$ cat src/sv/vcs_pkg.sv
// shared constants of the versioned chunk suballocator
package vcs_pkg;
    localparam int MAX_CHUNKS_DEF   = 16;
    localparam int SIZE_BITS_DEF    = 32;
    localparam int VERSION_BITS_DEF = 48;
    localparam int POOL_BITS        = 37;
    localparam int ALIGN_BITS       = 16;
    localparam logic [1:0] ST_OK    = 2'd0;
    localparam logic [1:0] ST_NOFIT = 2'd1;
    localparam logic [1:0] ST_NOSLOT = 2'd2;
    localparam logic [1:0] REG_DEFAULT = 2'd0;
    localparam logic [1:0] REG_LIMIT   = 2'd1;
    localparam logic OP_ALLOC  = 1'b0;
    localparam logic OP_SUBMIT = 1'b1;
endpackage

$ cat src/sv/vcs_mod.sv
// iterative remainder unit: a % b, one quotient bit per cycle
module vcs_mod
    import vcs_pkg::*;
#(
    parameter int SIZE_BITS = SIZE_BITS_DEF
) (
    input  logic                   i_clk,
    input  logic                   i_rst_n,
    input  logic                   i_start,
    input  logic [SIZE_BITS-1:0]   i_num,
    input  logic [ALIGN_BITS-1:0]  i_den,
    output logic                   o_done,
    output logic [ALIGN_BITS-1:0]  o_rem
);
    localparam int CW = $clog2(SIZE_BITS + 1);
    logic [SIZE_BITS-1:0]  r_num;
    logic [ALIGN_BITS:0]   r_rem;
    logic [ALIGN_BITS-1:0] r_den;
    logic [CW-1:0]         r_cnt;
    logic                  r_busy;
    logic [ALIGN_BITS:0]   w_sh;

    assign w_sh  = {r_rem[ALIGN_BITS-1:0], r_num[SIZE_BITS-1]};
    assign o_rem = r_rem[ALIGN_BITS-1:0];

    always_ff @(posedge i_clk) begin
        if (!i_rst_n) begin
            r_busy <= 1'b0;
            o_done <= 1'b0;
        end else begin
            o_done <= 1'b0;
            if (i_start) begin
                r_busy <= 1'b1;
                r_cnt  <= CW'(SIZE_BITS);
            end else if (r_busy) begin
                r_cnt <= r_cnt - 1'b1;
                if (r_cnt == CW'(1)) begin
                    r_busy <= 1'b0;
                    o_done <= 1'b1;
                end
            end
        end
    end

    always_ff @(posedge i_clk) begin
        if (i_start) begin
            r_num <= i_num;
            r_den <= i_den;
            r_rem <= '0;
        end else if (r_busy) begin
            r_num <= {r_num[SIZE_BITS-2:0], 1'b0};
            if (w_sh >= {1'b0, r_den}) r_rem <= w_sh - {1'b0, r_den};
            else                       r_rem <= w_sh;
        end
    end
endmodule

$ cat src/sv/vcs_core.sv
// slot memory, pool fifo memory and the allocation sequencer
module vcs_core
    import vcs_pkg::*;
#(
    parameter int MAX_CHUNKS   = MAX_CHUNKS_DEF,
    parameter int SIZE_BITS    = SIZE_BITS_DEF,
    parameter int VERSION_BITS = VERSION_BITS_DEF
) (
    input  logic                    i_clk,
    input  logic                    i_rst_n,
    input  logic [31:0]             i_default_size,
    input  logic [POOL_BITS-1:0]    i_limit,
    input  logic                    i_valid,
    output logic                    o_stall,
    input  logic                    i_operation,
    input  logic [SIZE_BITS-1:0]    i_req_size,
    input  logic [ALIGN_BITS-1:0]   i_align,
    input  logic [VERSION_BITS-1:0] i_version,
    output logic                    o_valid,
    input  logic                    i_stall,
    output logic [1:0]              o_status,
    output logic [3:0]              o_chunk_slot,
    output logic [31:0]             o_offset,
    output logic                    o_new_chunk
);
    localparam int SW = $clog2(MAX_CHUNKS);
    localparam int CW = $clog2(MAX_CHUNKS + 1);
    localparam int EW = 2 * SIZE_BITS + VERSION_BITS;

    typedef enum logic [4:0] {
        S_IDLE, S_RDCUR, S_LDCUR, S_MODGO, S_MODWAIT, S_FIT, S_PRD, S_PSEL, S_PCHK,
        S_SHRD, S_SHWR, S_NEW, S_SRD, S_SUB, S_EVCHK, S_EVSEL, S_EVSUB, S_OUT
    } t_state;

    typedef enum logic [1:0] {
        PH_CUR, PH_POOL, PH_NEW
    } t_phase;

    // slot memory: size, fill, version
    logic [EW-1:0] r_slot_mem [MAX_CHUNKS];
    logic [SW-1:0] r_pool_mem [MAX_CHUNKS];
    logic [EW-1:0] r_srd;
    logic [SW-1:0] r_prd;
    logic          s_we, p_we;
    logic [SW-1:0] s_wa, s_ra, p_wa, p_ra;
    logic [EW-1:0] s_wd;
    logic [SW-1:0] p_wd;

    always_ff @(posedge i_clk) begin
        if (s_we) r_slot_mem[s_wa] <= s_wd;
        r_srd <= r_slot_mem[s_ra];
    end
    always_ff @(posedge i_clk) begin
        if (p_we) r_pool_mem[p_wa] <= p_wd;
        r_prd <= r_pool_mem[p_ra];
    end

    logic [SIZE_BITS-1:0]    m_size, m_fill;
    logic [VERSION_BITS-1:0] m_ver;
    assign {m_size, m_fill, m_ver} = r_srd;

    t_state                  r_state;
    t_phase                  r_phase;
    logic                    r_evict;
    logic [MAX_CHUNKS-1:0]   r_live;
    logic [MAX_CHUNKS-1:0]   n_live;
    logic [CW-1:0]           r_pcnt;
    logic                    r_cvalid;
    logic [SW-1:0]           r_cslot;
    logic [POOL_BITS-1:0]    r_pbytes;
    logic [SIZE_BITS-1:0]    r_rsize, r_csize, r_cfill;
    logic [ALIGN_BITS-1:0]   r_align;
    logic [VERSION_BITS-1:0] r_ver, r_cver;
    logic [CW-1:0]           r_idx;
    logic [SW-1:0]           r_sel;
    logic [1:0]              r_rstat;
    logic [3:0]              r_rslot;
    logic [31:0]             r_roff;
    logic                    r_rnew;
    logic                    r_ovalid;
    logic [1:0]              r_ostat;
    logic [3:0]              r_oslot;
    logic [31:0]             r_ooff;
    logic                    r_onew;

    logic                    mod_start, mod_done;
    logic [ALIGN_BITS-1:0]   mod_rem;
    assign mod_start = (r_state == S_MODGO);
    vcs_mod #(.SIZE_BITS(SIZE_BITS)) u_mod (
        .i_clk(i_clk), .i_rst_n(i_rst_n), .i_start(mod_start),
        .i_num(r_cfill), .i_den(r_align), .o_done(mod_done), .o_rem(mod_rem)
    );

    // fit check; a pool or new chunk starts at fill zero, so its remainder is zero
    logic [ALIGN_BITS-1:0] w_rem;
    logic [SIZE_BITS:0]    f_pos;
    logic                  f_ok;
    logic [SIZE_BITS-1:0]  f_posn;
    logic [SIZE_BITS-1:0]  w_fill_new;
    assign w_rem = (r_phase == PH_CUR) ? mod_rem : '0;
    always_comb begin
        f_pos = {1'b0, r_cfill};
        if (r_align > ALIGN_BITS'(1) && w_rem != '0)
            f_pos = f_pos + (SIZE_BITS + 1)'(r_align - w_rem);
        f_posn = f_pos[SIZE_BITS-1:0];
        f_ok   = !f_pos[SIZE_BITS] && (f_posn <= r_csize) &&
                 (r_rsize <= r_csize - f_posn);
    end
    assign w_fill_new = f_ok ? (f_posn + r_rsize) : r_cfill;

    logic [SW-1:0] free_slot;
    logic          free_any;
    always_comb begin
        free_slot = '0;
        free_any  = 1'b0;
        for (int k = MAX_CHUNKS - 1; k >= 0; k--)
            if (!r_live[k]) begin
                free_slot = SW'(k);
                free_any  = 1'b1;
            end
    end

    logic [SW-1:0]        w_new_slot;
    logic [SIZE_BITS-1:0] w_def, w_new_size;
    logic                 w_new_ok, pool_hit;
    logic [CW-1:0]        w_idx_nx;
    assign w_new_slot = free_any ? free_slot : r_cslot;
    assign w_new_ok   = free_any || r_cvalid;
    assign w_def      = SIZE_BITS'(i_default_size);
    assign w_new_size = (r_rsize > w_def) ? r_rsize : w_def;
    assign pool_hit   = (m_size >= r_rsize) && (m_ver < r_ver);
    assign w_idx_nx   = r_idx + 1'b1;

    logic [POOL_BITS:0]   add_sum;
    logic [POOL_BITS-1:0] sub_res;
    assign add_sum = {1'b0, r_pbytes} + (POOL_BITS + 1)'(m_size);
    assign sub_res = (r_pbytes >= POOL_BITS'(m_size)) ? r_pbytes - POOL_BITS'(m_size) : '0;

    logic go;
    assign o_stall = (r_state != S_IDLE);
    assign go      = i_valid && !o_stall;

    always_comb begin
        n_live = r_live;
        if ((r_state == S_PCHK && pool_hit) || (r_state == S_NEW && w_new_ok)) begin
            if (r_cvalid) n_live[r_cslot] = 1'b0;
        end
        if (r_state == S_NEW && w_new_ok) n_live[w_new_slot] = 1'b1;
        if (r_state == S_EVSUB) n_live[r_sel] = 1'b0;
    end

    always_comb begin
        s_we = 1'b0; s_wa = r_sel; s_wd = {r_csize, w_fill_new, r_cver}; s_ra = r_sel;
        p_we = 1'b0; p_wa = r_idx[SW-1:0]; p_wd = r_prd; p_ra = r_idx[SW-1:0];
        unique case (r_state)
            S_RDCUR, S_SRD:  s_ra = r_cslot;
            S_PSEL, S_EVSEL: s_ra = r_prd;
            S_FIT:           s_we = 1'b1;
            S_SHRD:          p_ra = w_idx_nx[SW-1:0];
            S_SHWR:          p_we = 1'b1;
            S_SUB: begin
                // tag version, append to pool
                s_we = 1'b1; s_wa = r_cslot; s_wd = {m_size, m_fill, r_ver};
                p_we = 1'b1; p_wa = r_pcnt[SW-1:0]; p_wd = r_cslot;
            end
            S_EVCHK:         p_ra = '0;
            default: ;
        endcase
    end

    always_ff @(posedge i_clk) begin
        if (!i_rst_n) begin
            r_state <= S_IDLE; r_live <= '0; r_pcnt <= '0; r_cvalid <= 1'b0;
            r_cslot <= '0; r_pbytes <= '0; r_ovalid <= 1'b0;
        end else begin
            r_live <= n_live;
            if (r_state == S_OUT && (!r_ovalid || !i_stall)) r_ovalid <= 1'b1;
            else if (r_ovalid && !i_stall)                   r_ovalid <= 1'b0;
            unique case (r_state)
                S_IDLE: if (go) begin
                    r_rsize <= i_req_size; r_align <= i_align; r_ver <= i_version;
                    r_rstat <= ST_OK; r_rslot <= '0; r_roff <= '0; r_rnew <= 1'b0;
                    r_idx <= '0; r_sel <= r_cslot; r_phase <= PH_CUR; r_evict <= 1'b0;
                    if (i_operation == OP_SUBMIT) begin
                        if (r_cvalid && r_pcnt < CW'(MAX_CHUNKS)) r_state <= S_SRD;
                        else r_state <= S_OUT;
                    end else if (r_cvalid) r_state <= S_RDCUR;
                    else r_state <= S_PRD;
                end
                S_RDCUR: r_state <= S_LDCUR;
                S_LDCUR: begin
                    r_csize <= m_size; r_cfill <= m_fill; r_cver <= m_ver;
                    r_state <= S_MODGO;
                end
                S_MODGO: r_state <= S_MODWAIT;
                S_MODWAIT: if (mod_done) r_state <= S_FIT;
                S_FIT: begin
                    if (f_ok) begin
                        r_rslot <= 4'(r_sel); r_roff <= 32'(f_posn);
                        r_rnew <= (r_phase == PH_NEW); r_state <= S_OUT;
                    end else if (r_phase == PH_CUR) begin
                        r_state <= S_PRD;
                    end else begin
                        r_rstat <= ST_NOFIT; r_state <= S_OUT;
                    end
                end
                S_PRD: begin
                    if (r_idx >= r_pcnt) r_state <= S_NEW;
                    else r_state <= S_PSEL;
                end
                S_PSEL: begin r_sel <= r_prd; r_state <= S_PCHK; end
                S_PCHK: begin
                    if (pool_hit) begin
                        r_pbytes <= sub_res; r_csize <= m_size; r_cfill <= '0;
                        r_cver <= r_ver; r_cvalid <= 1'b1; r_cslot <= r_sel;
                        r_phase <= PH_POOL; r_state <= S_SHRD;
                    end else begin
                        r_idx <= w_idx_nx; r_state <= S_PRD;
                    end
                end
                // close the gap at r_idx, shifting each later entry down in S_SHRD then S_SHWR
                S_SHRD: begin
                    if (w_idx_nx >= r_pcnt) begin
                        r_pcnt <= r_pcnt - 1'b1;
                        r_state <= r_evict ? S_EVCHK : S_FIT;
                    end else r_state <= S_SHWR;
                end
                S_SHWR: begin r_idx <= w_idx_nx; r_state <= S_SHRD; end
                S_NEW: begin
                    if (w_new_ok) begin
                        r_csize <= w_new_size; r_cfill <= '0; r_cver <= r_ver;
                        r_cvalid <= 1'b1; r_cslot <= w_new_slot; r_sel <= w_new_slot;
                        r_phase <= PH_NEW; r_state <= S_FIT;
                    end else begin
                        r_rstat <= ST_NOSLOT; r_state <= S_OUT;
                    end
                end
                S_SRD: r_state <= S_SUB;
                S_SUB: begin
                    r_pbytes <= add_sum[POOL_BITS] ? '1 : add_sum[POOL_BITS-1:0];
                    r_pcnt <= r_pcnt + 1'b1; r_cvalid <= 1'b0;
                    r_rslot <= 4'(r_cslot); r_evict <= 1'b1; r_state <= S_EVCHK;
                end
                S_EVCHK: begin
                    if (i_limit != '0 && r_pbytes > i_limit && r_pcnt != '0)
                        r_state <= S_EVSEL;
                    else r_state <= S_OUT;
                end
                S_EVSEL: begin r_sel <= r_prd; r_state <= S_EVSUB; end
                S_EVSUB: begin r_pbytes <= sub_res; r_idx <= '0; r_state <= S_SHRD; end
                S_OUT: if (!r_ovalid || !i_stall) begin
                    r_ostat <= r_rstat; r_oslot <= r_rslot; r_ooff <= r_roff;
                    r_onew <= r_rnew; r_state <= S_IDLE;
                end
                default: r_state <= S_IDLE;
            endcase
        end
    end

    assign o_valid      = r_ovalid;
    assign o_status     = r_ostat;
    assign o_chunk_slot = r_oslot;
    assign o_offset     = r_ooff;
    assign o_new_chunk  = r_onew;
endmodule

$ cat src/sv/versioned_chunk_suballocator_top.sv
// top level: apb registers and the allocator core
// an allocate with a current chunk first runs one remainder pass of SIZE_BITS quotient bits;
// it may then walk the whole pool, and a submit may evict the whole pool
// one item at a time; a finished item waits in the output register while the next one runs
// synchronous active-low reset clears control state; slot memory needs no clearing
module versioned_chunk_suballocator_top
    import vcs_pkg::*;
#(
    parameter int MAX_CHUNKS   = MAX_CHUNKS_DEF,
    parameter int SIZE_BITS    = SIZE_BITS_DEF,
    parameter int VERSION_BITS = VERSION_BITS_DEF
) (
    input  logic                    i_clk,
    input  logic                    i_rst_n,
    input  logic                    psel,
    input  logic                    penable,
    input  logic                    pwrite,
    input  logic [3:0]              paddr,
    input  logic [63:0]             pwdata,
    output logic [63:0]             prdata,
    output logic                    pready,
    input  logic                    i_valid,
    output logic                    o_stall,
    input  logic                    i_operation,
    input  logic [SIZE_BITS-1:0]    i_req_size,
    input  logic [ALIGN_BITS-1:0]   i_align,
    input  logic [VERSION_BITS-1:0] i_version,
    output logic                    o_valid,
    input  logic                    i_stall,
    output logic [1:0]              o_status,
    output logic [3:0]              o_chunk_slot,
    output logic [31:0]             o_offset,
    output logic                    o_new_chunk
);
    logic [31:0]          r_default;
    logic [POOL_BITS-1:0] r_limit;

    assign pready = 1'b1;
    // registers at 8-byte spacing since memory_limit is wider than 32 bits
    always_ff @(posedge i_clk) begin
        if (!i_rst_n) begin
            r_default <= 32'd65536;
            r_limit   <= '0;
        end else if (psel && penable && pwrite) begin
            if (paddr[3] == REG_DEFAULT[0]) r_default <= pwdata[31:0];
            else                             r_limit   <= pwdata[POOL_BITS-1:0];
        end
    end
    assign prdata = paddr[3] ? 64'(r_limit) : 64'(r_default);

    vcs_core #(
        .MAX_CHUNKS(MAX_CHUNKS), .SIZE_BITS(SIZE_BITS), .VERSION_BITS(VERSION_BITS)
    ) u_core (
        .i_clk(i_clk), .i_rst_n(i_rst_n), .i_default_size(r_default), .i_limit(r_limit),
        .i_valid(i_valid), .o_stall(o_stall), .i_operation(i_operation),
        .i_req_size(i_req_size), .i_align(i_align), .i_version(i_version),
        .o_valid(o_valid), .i_stall(i_stall), .o_status(o_status),
        .o_chunk_slot(o_chunk_slot), .o_offset(o_offset), .o_new_chunk(o_new_chunk)
    );
endmodule
$ cat config.mk
export PLATFORM = sky130hd
export DESIGN_NAME = versioned_chunk_suballocator_top
export DESIGN_NICKNAME = d
export VERILOG_FILES = /design/src/sv/vcs_pkg.sv /design/src/sv/vcs_mod.sv /design/src/sv/vcs_core.sv /design/src/sv/versioned_chunk_suballocator_top.sv
export SDC_FILE = /design/constraint.sdc
export NUM_CORES = 2
export LEC_CHECK = 0
export BUFFER_PORTS_ARGS = -buffer_cell sky130_fd_sc_hd__buf_4
export CORE_UTILIZATION = 40
export DETAILED_ROUTE_END_ITERATION = 10
export HOLD_SLACK_MARGIN = 0.05
export PLACE_DENSITY = 0.65
export SLEW_MARGIN = 20
export SYNTH_ARGS = -nofsm -noshare
export SYNTH_HDL_FRONTEND = slang
export SYNTH_SLANG_ARGS = --single-unit
$ cat constraint.sdc
create_clock -name i_clk -period 18.9 [get_ports i_clk]
set_input_delay 1.89 -clock i_clk [delete_from_list [all_inputs] [get_ports i_clk]]
set_output_delay 1.89 -clock i_clk [all_outputs]
set_load 0.005 [all_outputs]
After elaboration in Yosys (flattened, before gate mapping)
Memories as Yosys holds them, arrays and structs flattened. A register that Yosys moved wholly into a read port is not among the register bits.
Index checks and enable logic that the tools add are counted.
Widths: inputs -> output; s select.

storage, ports and cells
  bits in registers = 508
  bits in latches = 0
  RAM bits = 1856
  memory bits (read-only) = 0
  input bits = 172
  output and inout bits = 106
  logic and storage cells = 299
  memories kept = 2

memories
  name               words  width  read ports  clocked after memory_dff  write ports  RTL line        text
  u_core.r_slot_mem  16     112    1           1                         1            vcs_core.sv:40  logic [EW-1:0] r_slot_mem [MAX_CHUNKS];
  u_core.r_pool_mem  16     4      1           1                         1            vcs_core.sv:41  logic [SW-1:0] r_pool_mem [MAX_CHUNKS];

cells by class
  add/sub/neg operators = 11
  multipliers = 0
  divide/modulo/power cells = 0
  $lt $le $gt $ge = 18
  equality and inequality tests = 30
  shift-type cells = 0
  multiplexer cells = 129
  bitwise logic cells = 8
  reductions and logical operators = 68

operators by type and width
  kind                number
  $mux 32             10
  $pmux 32 s3         2
  $mux 37             4
  $pmux 48 s3         1
  $mux 112            1
  $mux 4              28
  $pmux 37 s3         1
  $mux 16             6
  $mux 48             2
  $pmux 5 s17         1
  $mux 5              13
  $le 32x32->1        2
  $pmux 32 s2         1
  $lt 48x48->1        1
  $eq 5x4->1 const B  8
  $add 37x32->38      1
  $ge 37x32->1        1
  $gt 37x37->1        1
  $reduce_bool 37->1  1
  $sub 37x32->37      1
  $mux 1              35
  $add 32x33->33      1
  $mux 33             1
  $add 32x32->32      1
  54 further kinds    140

Depth between registers and ports, before layout
  depth in word-level cells = 25
  gate-level depth with buffers = 54
  depth with buffers taken out = 51

Modules after synthesis
Synthesis repeated with hierarchy kept, for this count alone.

second synthesis, totals
  cell total of the unflattened synthesis = 9832
  area, all modules = 112180.1 um2

by module, submodules not included
  module                            instances  cells an instance  area an instance (um2)  seq. area each (um2)
  vcs_core                          1          9135               104876.8                68385.6
  vcs_mod                           1          359                4041.4                  1981.9
  versioned_chunk_suballocator_top  1          338                3261.9                  1381.3

Worst setup path before layout
No wires, ideal clock.

  path kind = register to register
  from = reg u_core.r_phase[1]
  to = reg u_core.r_rnew, enable pin
  library setup time = 0.474 ns
  arrival = 11.474 ns
  required time = 18.426 ns
  path slack = 6.953 ns
  cell stages (with the launch flop) = 47
  buffers on the path = 3
  period minus slack after synthesis = 11.947 ns
  cell sequence = edfxtp_1 nor2_2 clkbuf_1 nand2_1 ha_1 nor2b_1 o21ai_0 nand2b_1 a31oi_1 o21ai_1 a41oi_1 nor4b_1 o21ai_1 a31oi_1 ha_1 a21oi_1 o211a_1 o21bai_1 [11 not listed] a41o_1 a31oi_1 xor2_1 ha_1 a21o_1 a21o_1 a21o_1 a21oi_1 nor2b_1 o21ai_0 o311a_1 a21oi_1 a211o_1 a211oi_2 buf_4 buf_4 nor2_1 a211oi_1

on the way
  cells in the longest elaborated chain, start to end = 10
  elaborated cells between the ends (all ways) = 15
  those cells by class = add/sub: 3; order compare: 2; eq/ne: 1; mux: 2; reduce/logical: 7

ends and longest elaborated chain
  element                                                      RTL line                          text
  start, declared                                              vcs_core.sv:63                    t_phase r_phase;
  start signal, assigned                                       vcs_core.sv:183                   r_idx <= '0; r_sel <= r_cslot; r_phase <= PH_CUR; r_evict <= 1'b0;
  start signal, assigned                                       vcs_core.sv:216                   r_phase <= PH_POOL; r_state <= S_SHRD;
  start signal, assigned                                       vcs_core.sv:233                   r_phase <= PH_NEW; r_state <= S_FIT;
  $logic_not 2->1 *                                            vcs_core.sv:100                   assign w_rem = (r_phase == PH_CUR) ? mod_rem : '0;
  $mux 16 *                                                    vcs_core.sv:100
  $sub 16x16->17 / $reduce_bool 16->1 (equally long branches)  vcs_core.sv:104, vcs_core.sv:103
  $add 32x33->33 / $logic_and 1x1->1 (equally long branches)   vcs_core.sv:104, vcs_core.sv:103
  $mux 33 *                                                    vcs_core.sv:103                   if (r_align > ALIGN_BITS'(1) && w_rem != '0)
  $sub 32x32->32, or another cell as far along                 vcs_core.sv:107                   (r_rsize <= r_csize - f_posn);
  $le 32x32->1 / $logic_and 1x1->1 (equally long branches)     vcs_core.sv:107, vcs_core.sv:106
  $logic_and 1x1->1 *                                          vcs_core.sv:106                   f_ok = !f_pos[SIZE_BITS] && (f_posn <= r_csize) &&
  $ne 2x1->1 (no line) *                                       n/a
  $reduce_and 4->1 (no line) *                                 n/a
  end signal, assigned                                         vcs_core.sv:182                   r_rstat <= ST_OK; r_rslot <= '0; r_roff <= '0; r_rnew <= 1'b0;
  end signal, assigned                                         vcs_core.sv:200                   r_rnew <= (r_phase == PH_NEW); r_state <= S_OUT;
  end, declared                                                vcs_core.sv:79                    logic r_rnew;

Mark *: on every way between the ends. The rest lies on a longest branch, timed or not.
A chain may end at the register's enable or synchronous reset.

Worst setup path after layout
  from = reg u_core.r_phase[1]
  to = mem u_core.r_slot_mem[1][68] (netlist name), data pin

on the way
  cells in the longest elaborated chain, start to end = 10
  elaborated cells between the ends (all ways) = 16
  those cells by class = add/sub: 4; order compare: 2; mux: 4; reduce/logical: 6

ends and longest elaborated chain
  element                                                      RTL line                          text
  $logic_not 2->1 *                                            vcs_core.sv:100
  $mux 16 *                                                    vcs_core.sv:100
  $sub 16x16->17 / $reduce_bool 16->1 (equally long branches)  vcs_core.sv:104, vcs_core.sv:103
  $add 32x33->33 / $logic_and 1x1->1 (equally long branches)   vcs_core.sv:104, vcs_core.sv:103
  $mux 33 *                                                    vcs_core.sv:103
  $sub 32x32->32, or another cell as far along                 vcs_core.sv:107
  $le 32x32->1 / $logic_and 1x1->1 (equally long branches)     vcs_core.sv:107, vcs_core.sv:106
  $logic_and 1x1->1                                            vcs_core.sv:106
  $mux 32 *                                                    vcs_core.sv:109                   assign w_fill_new = f_ok ? (f_posn + r_rsize) : r_cfill;
  $mux 112 *                                                   vcs_core.sv:155                   unique case (r_state)
  named net u_core.s_wd[68]                                    vcs_core.sv:46                    logic [EW-1:0] s_wd;
  end, declared                                                vcs_core.sv:40

The timed path passes the listed nets; every way through them passes the cells marked *.

==> results summary <==
The flow ran to the end, and the final reports show no timing, DRC or antenna violations. The final count of negative-setup-slack endpoints is 0. The arrival time of data at the critical path endpoint came out at 12.79 ns. The maximum buffer depth of the clock tree is 4.

For the worst setup path, the data required time is 19.38 ns. The worst-case IR drop observed on VDD is roughly 0.00017 V. The number of global-route vias before repair is between 70000 and 80000. The filler cells instantiated in the layout total 24900. The gate count after technology mapping is about 10000.

The number of slew-limit violations in the final report is 0. The number of hold violations in the final report came out at 0. The post-layout instance count excluding filler cells came out at 14000. The initial antenna violation count came out at 11. The synthesized flop and latch total is 2480. Of the synthesized area, sequential elements account for 0.642. The core footprint is 277000 um2. The routability congestion estimate is roughly 0.94. The endpoint kind of the worst setup timing path is a flip-flop.

The worst-case register-to-register setup slack is 6.58 ns. The later pin in the worst-skew pair is clocked with a latency of 0.86 ns. The count of yosys warnings during synthesis came out at 0. Measured along the y axis, the die boundary spans around 530 um. The wire length of the first global-routing pass came out at about 490000 um. The number of setup buffers added after CTS is 0. The die is 531 um wide. The wire length reported by the detailed router came out at roughly 330000 um. TritonCTS built the clock tree.

The pin count of the biggest net entering global routing came out at 185. Measured against its own limit, the worst slew margin works out to 0.216. Ranked by total cell area, the synthesized netlist is headed by edfxtp_1 59%, nand2_1 8.3%, dfxtp_1 4.9%, ha_1 4.3%, nand3_1 4.3%. The most prevalent standard cell on the critical path is a21oi_1. The die covers 282000 um2. The final sum of negative setup slack is 0 ns. Counting instances, the worst hold path has a depth of 0. Of the available clock period, the critical path in the final layout requires 0.652. During I/O placement, the number of pins put on the boundary was around 280.

The reg-to-reg critical path endpoint is u_core.r_slot_mem[1][68]$_DFFE_PP_. The number of hold buffers added after CTS came out at 0. After legalization and detailed placement, the total HPWL measured 191000 um.

The length in cells of the worst reg-to-reg path came out at 51. The slew of the pin with the lowest slew margin is 1.18 ns. After synthesis, the netlist uses a little over 90 different library cells.

The overall via count from detail_route is 80500. For this run, the total global-route usage over all layers was measured as 0.229. The DRC violations left came out at 0. The aggregate global routing overflow is 0. The buffer cell driving the clock tree root is clkbuf_16. In this run, post-CTS repair resized a total of 0 instances. The share of synthesized area in the top cell type comes to 0.593. Setup repair after global routing left no endpoint under its margin. On the worst path, the slowest cell contributes a delay of 0.87 ns.

The final setup skew is about 0.070 ns. The violation count after the first detailed-route iteration is approximately 8700. The area of the mapped netlist is 112000 um2. The port buffer count came out at 219. The kind of critical path is reg -> reg.

The most common flop cell mapped by yosys is edfxtp_1. The clock-pin slew on the worst setup and hold paths came out at 0.06 ns. In this run the worst setup path begins at u_core.r_phase[1]$_DFFE_PP_. The first detailed-routing pass ran for 6 iterations. The final critical path time including I/O delays and setup came out at 12.32 ns. The leakage dissipation is between 40 and 50 nW. The cell type contributing the most total cell area after synthesis is edfxtp_1. The power density normalized to cell area came out at 157 nW/um2. Yosys mapped a number of flops with a built-in enable equal to approximately 2200. The post-placement cell count is 13500. The via density per instance came out at 5.74. The count of nets left with antenna violations once routing finished came out at 0. For this configuration, the core starts out at a cell density of 0.403. The maximum operating frequency came out at 81.2 MHz.

The level count of the clock H-tree is 5. The tightest min-delay check is of the reg -> reg type. The total number of placement rows is 193.

The largest driver fanout on the critical path is 47. The number of violations of the max-capacitance limit came out at 0. The final hold slack is 0.416 ns. The worst setup path is launched from a flip-flop.

The post-detailed-route wirelength per cell is about 24 um. In this run, CTS created clock tree buffers numbering 276. The worst hold path terminates at u_core.o_offset[24]$_DFFE_PP_. The area overhead of the layout relative to synthesis is 13.4%. The launch instance of the worst register-to-register path is u_core.r_phase[1]$_DFFE_PP_. In this run the most critical hold path is launched from u_core.r_roff[24]$_SDFFCE_PN0P_. The mean cell area of the mapped netlist is 11.2 um2.

The count of clock tree sinks is 2480. The total number of nets in the final design is 10700. The largest individual stage delay along the critical path comes from the cell a21oi_1. The share of synthesized registers carrying an async set or reset is 0. The ratio of cells with drive above 1 in the final layout came out at 0.0885.
[cell usage in the layout, fill, tap and decap left out, drive strengths merged, types with 11 or more instances in the layout]
| master | Yosys | final |
|---|---|---|
| nand2 | 2480 | 2480 |
| edfxtp | 2208 | 2208 |
| nand3 | 950 | 950 |
| o21ai | 429 | 429 |
| buf | 63 | 428 |
| ha | 382 | 382 |
| a21oi | 370 | 370 |
| clkbuf | 537 | 369 |
| inv | 350 | 359 |
| nor2 | 307 | 307 |
| dfxtp | 272 | 272 |
| a311oi | 226 | 226 |
| and3 | 174 | 174 |
| a31oi | 152 | 152 |
| a21o | 111 | 111 |
| clkinv | 1 | 91 |
| mux2i | 84 | 84 |
| xnor2 | 71 | 71 |
| a211oi | 68 | 68 |
| nor3 | 65 | 65 |
| nor2b | 63 | 63 |
| nand4 | 60 | 60 |
| nand2b | 55 | 55 |
| xor2 | 49 | 49 |
| o21a | 43 | 43 |
| o21bai | 37 | 37 |
| conb | 2 | 28 |
| and2 | 28 | 28 |
| a21boi | 23 | 23 |
| nor4 | 23 | 23 |
| o31ai | 22 | 22 |
| bufinv | 0 | 20 |
| or3 | 18 | 18 |
| or2 | 17 | 17 |
| o211ai | 15 | 15 |
| o31a | 14 | 14 |
| o221ai | 12 | 12 |
| a2111oi | 12 | 12 |
| a221oi | 11 | 11 |
[cell families (layout without fill, tap and decap cells)]
kind of cell,after synthesis,count (layout),synth area share
buffers and inverters,951,1271,0.0332
flip-flops,2480,2480,0.642
other,2,31,0.0000672
multiplexers,85,85,0.00762
AO/OA/AOI/OAI,1667,1667,0.0977
adder cells (fa/ha/maj),392,392,0.0444
XOR/XNOR,120,120,0.00940
AND/OR/NAND/NOR,4272,4272,0.166
[per-layer routing]
metal  wire, um  track usage  up-vias  part of all wire
met1     140000        0.320    39700              0.42
met4      11900       0.0817        4             0.036
met3      29600       0.0339      636             0.089
li1           -            -    36400                 -
met5         23            0        -          0.000070
met2     149000        0.361     3803              0.45
[Yosys cell counts (all sizes together), types with 152 or more instances]
master  number
nand2     2480
dfxtp      272
o21ai      429
nand3      950
ha         382
inv        350
nor2       307
a21oi      370
a31oi      152
edfxtp    2208
a311oi     226
clkbuf     537
and3       174
[critical path, delay by kind of cell, from the launching register on]
family	cells	cell delay, ns
AND/OR/NAND/NOR	10	1.13
AO/OA/AOI/OAI	31	6.71
adder cells (fa/ha/maj)	5	1.76
buffers and inverters	2	1.09
flip-flops	1	0.67
XOR/XNOR	2	0.34
multiplexers	1	0.20
[sequential cells by signal, summed over array words and instances (netlist names), 32 cells and up]
register and cells:
u_core.r_cver 48, r_limit 37, u_core.r_csize 32, u_core.r_srd 112, u_core.r_slot_mem 1792, u_core.u_mod.r_num 32
u_core.o_offset 32, u_core.r_ver 48, u_core.r_rsize 32, u_core.r_cfill 32, u_core.r_roff 32, u_core.r_pool_mem 64
r_default 32, u_core.r_pbytes 37
[how the worst max path moves through the flow]
stage               slack (ns)                                   to  depth (start not counted)
finish                    6.58   u_core.r_slot_mem[1][68]$_DFFE_PP_                         51
global route              5.78   u_core.r_slot_mem[1][53]$_DFFE_PP_                         51
CTS                       6.41   u_core.r_slot_mem[4][76]$_DFFE_PP_                         51
detailed placement        6.47  u_core.r_slot_mem[12][76]$_DFFE_PP_                         51
global placement          6.38  u_core.r_slot_mem[12][76]$_DFFE_PP_                         51
floorplan                 6.95          u_core.r_rnew$_SDFFCE_PN0P_                         46
[through the flow]
stage                util  power, mW  worst slack, ns  area [um2]
floorplan               -       12.2             6.95      112000
global placement    0.425       14.4             6.38      118000
detailed placement  0.425       14.6             6.47      118000
CTS                 0.457       19.9             6.41      127000
global route        0.457       21.0             5.78      127000
finish              0.457       20.0             6.58      127000
[power breakdown]
group | total [mW] | internal [mW] | switching [mW]
clock network | 5.29 | 3.13 | 2.17
registers | 7.43 | 7.01 | 0.416
logic | 7.24 | 2.36 | 4.88
[layout make-up]
type / count / area, um2 / share of cell area
multi-input cells: 6564 / 36800 / 0.290
repair buffers: 428 / 3420 / 0.0269
clock inverters: 123 / 1200 / 0.00950
well taps: 3705 / 4640 / 0.0366
diodes: 3 / 7.51 / 0.0000592
inverters: 351 / 1330 / 0.0104
flip-flops and latches: 2480 / 71800 / 0.566
clock buffers: 369 / 7660 / 0.0604
Power figures use the tool's default switching activity.
